$ cat config.mk
export PLATFORM = sky130hd
export DESIGN_NAME = asme_muldiv
export DESIGN_NICKNAME = d
export VERILOG_FILES = /design/src/rtl/asme_pkg.sv /design/src/rtl/asme_muldiv.sv
export SDC_FILE = /design/constraint.sdc
export NUM_CORES = 1
export LEC_CHECK = 0
export ABC_AREA = 1
export ABC_CLOCK_PERIOD_IN_PS = 5900
export BUFFER_PORTS_ARGS = -buffer_cell sky130_fd_sc_hd__buf_2
export CAP_MARGIN = 20
export CORE_MARGIN = 2
export CORE_UTILIZATION = 45
export DETAILED_ROUTE_END_ITERATION = 8
export HOLD_SLACK_MARGIN = 0.03
export PLACE_DENSITY = 0.67
export SYNTH_ARGS = -nofsm -noshare
export SYNTH_HDL_FRONTEND = slang
export SYNTH_SLANG_ARGS = --single-unit
$ cat constraint.sdc
create_clock -name i_clk -period 5.9 [get_ports i_clk]
set_input_delay 0.59 -clock i_clk [delete_from_list [all_inputs] [get_ports i_clk]]
set_output_delay 0.59 -clock i_clk [all_outputs]
set_load 0.01 [all_outputs]
$ cat src/rtl/asme_pkg.sv
package asme_pkg;

    // opcodes
    localparam logic [4:0] OP_ADD    = 5'd0;
    localparam logic [4:0] OP_SUB    = 5'd1;
    localparam logic [4:0] OP_MULT   = 5'd2;
    localparam logic [4:0] OP_DIV    = 5'd3;
    localparam logic [4:0] OP_LOAD   = 5'd4;
    localparam logic [4:0] OP_STORE  = 5'd5;
    localparam logic [4:0] OP_COPY   = 5'd6;
    localparam logic [4:0] OP_READ   = 5'd7;
    localparam logic [4:0] OP_WRITE  = 5'd8;
    localparam logic [4:0] OP_STOP   = 5'd9;
    localparam logic [4:0] OP_NOOP   = 5'd10;
    localparam logic [4:0] OP_BR     = 5'd11;
    localparam logic [4:0] OP_BRNEG  = 5'd12;
    localparam logic [4:0] OP_BRZNEG = 5'd13;
    localparam logic [4:0] OP_BRPOS  = 5'd14;
    localparam logic [4:0] OP_BRZPOS = 5'd15;
    localparam logic [4:0] OP_BRZERO = 5'd16;
    localparam logic [4:0] OP_PUSH   = 5'd17;
    localparam logic [4:0] OP_POP    = 5'd18;
    localparam logic [4:0] OP_STACKW = 5'd19;
    localparam logic [4:0] OP_STACKR = 5'd20;

    // error codes
    localparam logic [2:0] ERR_NONE      = 3'd0;
    localparam logic [2:0] ERR_OVERFLOW  = 3'd1;
    localparam logic [2:0] ERR_UNDERFLOW = 3'd2;
    localparam logic [2:0] ERR_INDEX     = 3'd3;
    localparam logic [2:0] ERR_DIV_ZERO  = 3'd4;

    typedef enum logic [2:0] {
        S_CLEAR,
        S_IDLE,
        S_VRD,
        S_EXEC,
        S_ITER,
        S_SRD
    } t_state;

    typedef struct packed {
        logic start;
        logic div;
    } t_iter_req;

endpackage

$ cat src/rtl/asme_muldiv.sv
module asme_muldiv (
    input  logic                 i_clk,
    input  logic                 i_rst_n,
    input  asme_pkg::t_iter_req  i_req,
    input  logic [31:0]          i_a,
    input  logic [31:0]          i_b,
    output logic                 o_done,
    output logic [31:0]          o_result
);

    logic        r_busy;
    logic        r_done;
    logic        r_div;
    logic        r_neg;
    logic [4:0]  r_cnt;
    logic [31:0] r_x;
    logic [31:0] r_y;
    logic [31:0] r_p;

    logic [32:0] w_rem_sh;
    logic [32:0] w_opa;
    logic [32:0] w_opb;
    logic [33:0] w_sum;

    // shared adder: shift-add for multiply, trial subtract for divide
    always_comb begin
        w_rem_sh = {r_p, r_y[31]};
        if (r_div) begin
            w_opa = w_rem_sh;
            w_opb = ~{1'b0, r_x};
        end else begin
            w_opa = {1'b0, r_p};
            w_opb = r_y[0] ? {1'b0, r_x} : 33'd0;
        end
        w_sum = {1'b0, w_opa} + {1'b0, w_opb} + 34'(r_div);
    end

    // control
    always_ff @(posedge i_clk) begin
        if (!i_rst_n) begin
            r_busy <= 1'b0;
            r_done <= 1'b0;
            r_cnt  <= 5'd0;
        end else begin
            r_done <= 1'b0;
            if (i_req.start) begin
                r_busy <= 1'b1;
                r_cnt  <= 5'd0;
            end else if (r_busy) begin
                r_cnt <= r_cnt + 5'd1;
                if (r_cnt == 5'd31) begin
                    r_busy <= 1'b0;
                    r_done <= 1'b1;
                end
            end
        end
    end

    // operands: load magnitudes for divide, raw values for multiply
    always_ff @(posedge i_clk) begin
        if (i_req.start) begin
            r_div <= i_req.div;
            r_neg <= i_a[31] ^ i_b[31];
            r_p   <= 32'd0;
            if (i_req.div) begin
                r_y <= i_a[31] ? (32'd0 - i_a) : i_a;
                r_x <= i_b[31] ? (32'd0 - i_b) : i_b;
            end else begin
                r_y <= i_b;
                r_x <= i_a;
            end
        end else if (r_busy) begin
            if (r_div) begin
                r_p <= w_sum[33] ? w_sum[31:0] : w_rem_sh[31:0];
                r_y <= {r_y[30:0], w_sum[33]};
            end else begin
                r_p <= w_sum[31:0];
                r_x <= {r_x[30:0], 1'b0};
                r_y <= {1'b0, r_y[31:1]};
            end
        end
    end

    assign o_done   = r_done;
    assign o_result = r_div ? (r_neg ? (32'd0 - r_y) : r_y) : r_p;

endmodule

==> results.md <==
- Status: finished clean
- Synth cell types: 49
- Post-CTS sizing: 0
- Most used cell, CP: nand2_1
- Number of synthesized flops with an enable pin: 66
- Post-CTS Setup Bufs: 0
- Post-Syn Instances: 1,991
- Final setup fails: 0
- GPL Wtd Cong: 0.971
- Leakage: around 6.3 nW
- WL per Instance: 16.3 um
- Buffers on Ports: 100
- Remaining DRCs: 0
- Later-pin clock latency in the skew report: between 0.3 and 0.4 ns
- Vias in the first global route: 11,700
- Hpwl dp: between 30,000 and 40,000 um
- Die Area: 27,100 sq um
- Worst R2R Setup Slack: 2.09 ns
- Peak supply drop: about 140 uV
- Antenna fix cells: 0
- Int Pwr: 0.00152 W
- Top-count cell post-synth: nand2_1
- Slew Limit Fails: 0
- DIE HEIGHT: 165 um
- Worst-Margin Slew: just under 0.9 ns
- CTS Sinks: 105
- Predominant post-synthesis flop cell: edfxtp_1
- Drt first pass iters: 6
- Share of total power in sequential cells: 36.5%
- Share of flip-flops with an asynchronous set or reset: 0%
- Sw Pwr: 0.00109 W
- CP Capture Type: register
- PwrDens: approximately 210 nW/um^2
- Clock buffer count from CTS: 9
- Arrival @ worst endpoint: slightly below 4 ns
- CP Class: register to register
- Max Freq: 262 MHz
- Nets: roughly 2,100
- Slew HR: 41.9%
- Final ANT Viol Nets: 0
- Tmin final: 3.81 ns
- Worst Hold Class: register to register
- Synth top area share: approximately 20%
- Routed vias: 12,800
- Htree depth: 3
- Final period util: 64.6%
- Net Sw Frac: about two fifths
- Syn nets: 2,097
- Share of cells above drive strength 1: under 10%
- Synth area leaders: nand2_1 20%, edfxtp_1 17%, inv_1 9.3%
- Fill cells: around 2,700
- Startpoint types: register
- CTS max path bufs: 2
- Drt initial violations: 1,294
- Final Hold Fails: 0
- Initial Util: ~46%
- Die Wd: 165 um
- Area delta synth->final: 8.28%
- Synthesized area per cell: approximately 6 sq um
- Clk pin slew, worst setup/hold paths: 0.08 ns
- Final WL: 38,600 um
- Multi-input logic area: between 7000 and 8000 sq um
- Syn Std Cell Area: 11,600 sq um
- Yosys Warn Count: 0
- MaxCap Viol Count: 0
- GRT Overall Usage: 28.7%
- CP peak stage delay: roughly 0.46 ns
- Clk_skew: 0.0142 ns
- CTS Hold Bufs: 0
- Final Power: 0.00261 W
- Register area: 2760 sq um
- Root buf cell: clkbuf_16
- TritonCTS clock tree: built
- Clk pwr share: a little under a quarter
- RSZ-0062 raised after global routing: false
- Worst EP required: ~6.0 ns
- Overflow after GRT: 0
- Logic pwr share: 40.3%
- Vias per cell: approximately 5.4
- Initial antenna violation count: 0
- Max FO, Critical Path: 46
- Largest net degree at the start of global routing: 92
- Post-synth top cells: 627 x nand2_1, 288 x inv_1, 189 x nand3_1
- Sequential share of the synthesized area: 23.8%
- # rows: 58
- Core Area: 25,300 sq um
- Synth area leader: nand2_1
- Setup TNS: 0 ns
- First-pass GRT wire length: 61,500 um
- Ports: 101
- Number of synthesized register bits: 105
- CP Cell Sequence: clkinv_2, buf_4, nand2_1, o21ai_0, ha_1, nand2_1, nand2_1, a21oi_2, nand2_1, nand2_1, nand2_2, nor2_8, nand2_4, o211ai_1, nand2_1
- Slowest cell on crit path: buf_4
power groups by stage:
stage,clock [W],sequential (W),combinational (W)
floorplan,0,0.000931,0.000747
global placement,0,0.000964,0.00103
detailed placement,0,0.000964,0.00103
CTS,0.000618,0.000948,0.00104
global route,0.000639,0.000960,0.00119
finish,0.000605,0.000951,0.00105
final timing paths:
kind,startpoint,to,depth (start not counted)
min,r_p[13],r_p[13],2
min reg2reg,r_p[13],r_p[13],2
max,r_div,r_y[0],15
max reg2reg,r_div,r_y[0],15
placed cells by master (no fill, tap or decap), types with 11 or more instances in the layout:
master      n
a21oi_1   114
buf_2     100
buf_4      12
dfxtp_1    39
edfxtp_1   66
ha_1       36
inv_1     288
nand2_1   627
nand3_1   189
nand3_2    11
nand4_1    26
nor2_1    156
nor3_1     16
o211ai_1   23
o21ai_0   180
o21ai_1    15
o21bai_1   13
xnor2_1    13
xor2_1     14
per-layer routing:
metal  vias to the layer above  track usage, %  share of wire [%]
met1                      5760            42.3                 48
li1                       6567               -                  -
met4                         0            9.72                3.0
met5                         -               0                  0
met2                       457            44.5                 43
met3                        56            1.88                5.9
sequential cells by signal, indices dropped and copies added (netlist names):
register  count
r_p          32
r_x          32
r_y          32
r_cnt         5
o_done        1
r_busy        1
r_div         1
r_neg         1
worst max-delay path, delay by kind of cell, from the launching register on:
kind | cells | cell delay [ns]
AOI/OAI and AO/OA | 3 | 0.49
adders and majority gates | 1 | 0.35
buffers and inverters | 2 | 0.80
DFF | 1 | 0.41
and+or+nand+nor | 9 | 1.48
logic make-up after synthesis:
group	share of synthesized area, %
AOI/OAI and AO/OA	17.6
xor gates and xnor gates	2.04
adders and majority gates	4.23
buffers and inverters	12.5
DFF	23.8
and+or+nand+nor	39.8
metrics by stage:
step           setup slack, ns  utilization [%]  std cells  hold WS, ns  instance area, sq um
6_report                  2.09             49.7       2371        0.455                 12600
5_1_grt                   1.79             49.7       2371        0.478                 12600
4_1_cts                   2.14             49.7       2371        0.456                 12600
3_5_place_dp              2.14             48.6       2355        0.441                 12300
3_3_place_gp              2.24             48.6       2355        0.438                 12300
2_1_floorplan             2.20                -       1991        0.426                 11600
final cells by class:
class                           instances  area share, %
Tap cell                              330           3.29
Timing Repair Buffer                  112           4.70
Clock buffer                            9           1.79
Clock inverter                          7          0.568
Sequential cell                       105           22.0
Multi-Input combinational cell       1514           58.9
Inverter                              294           8.80
(Power assumes the default switching activity.)
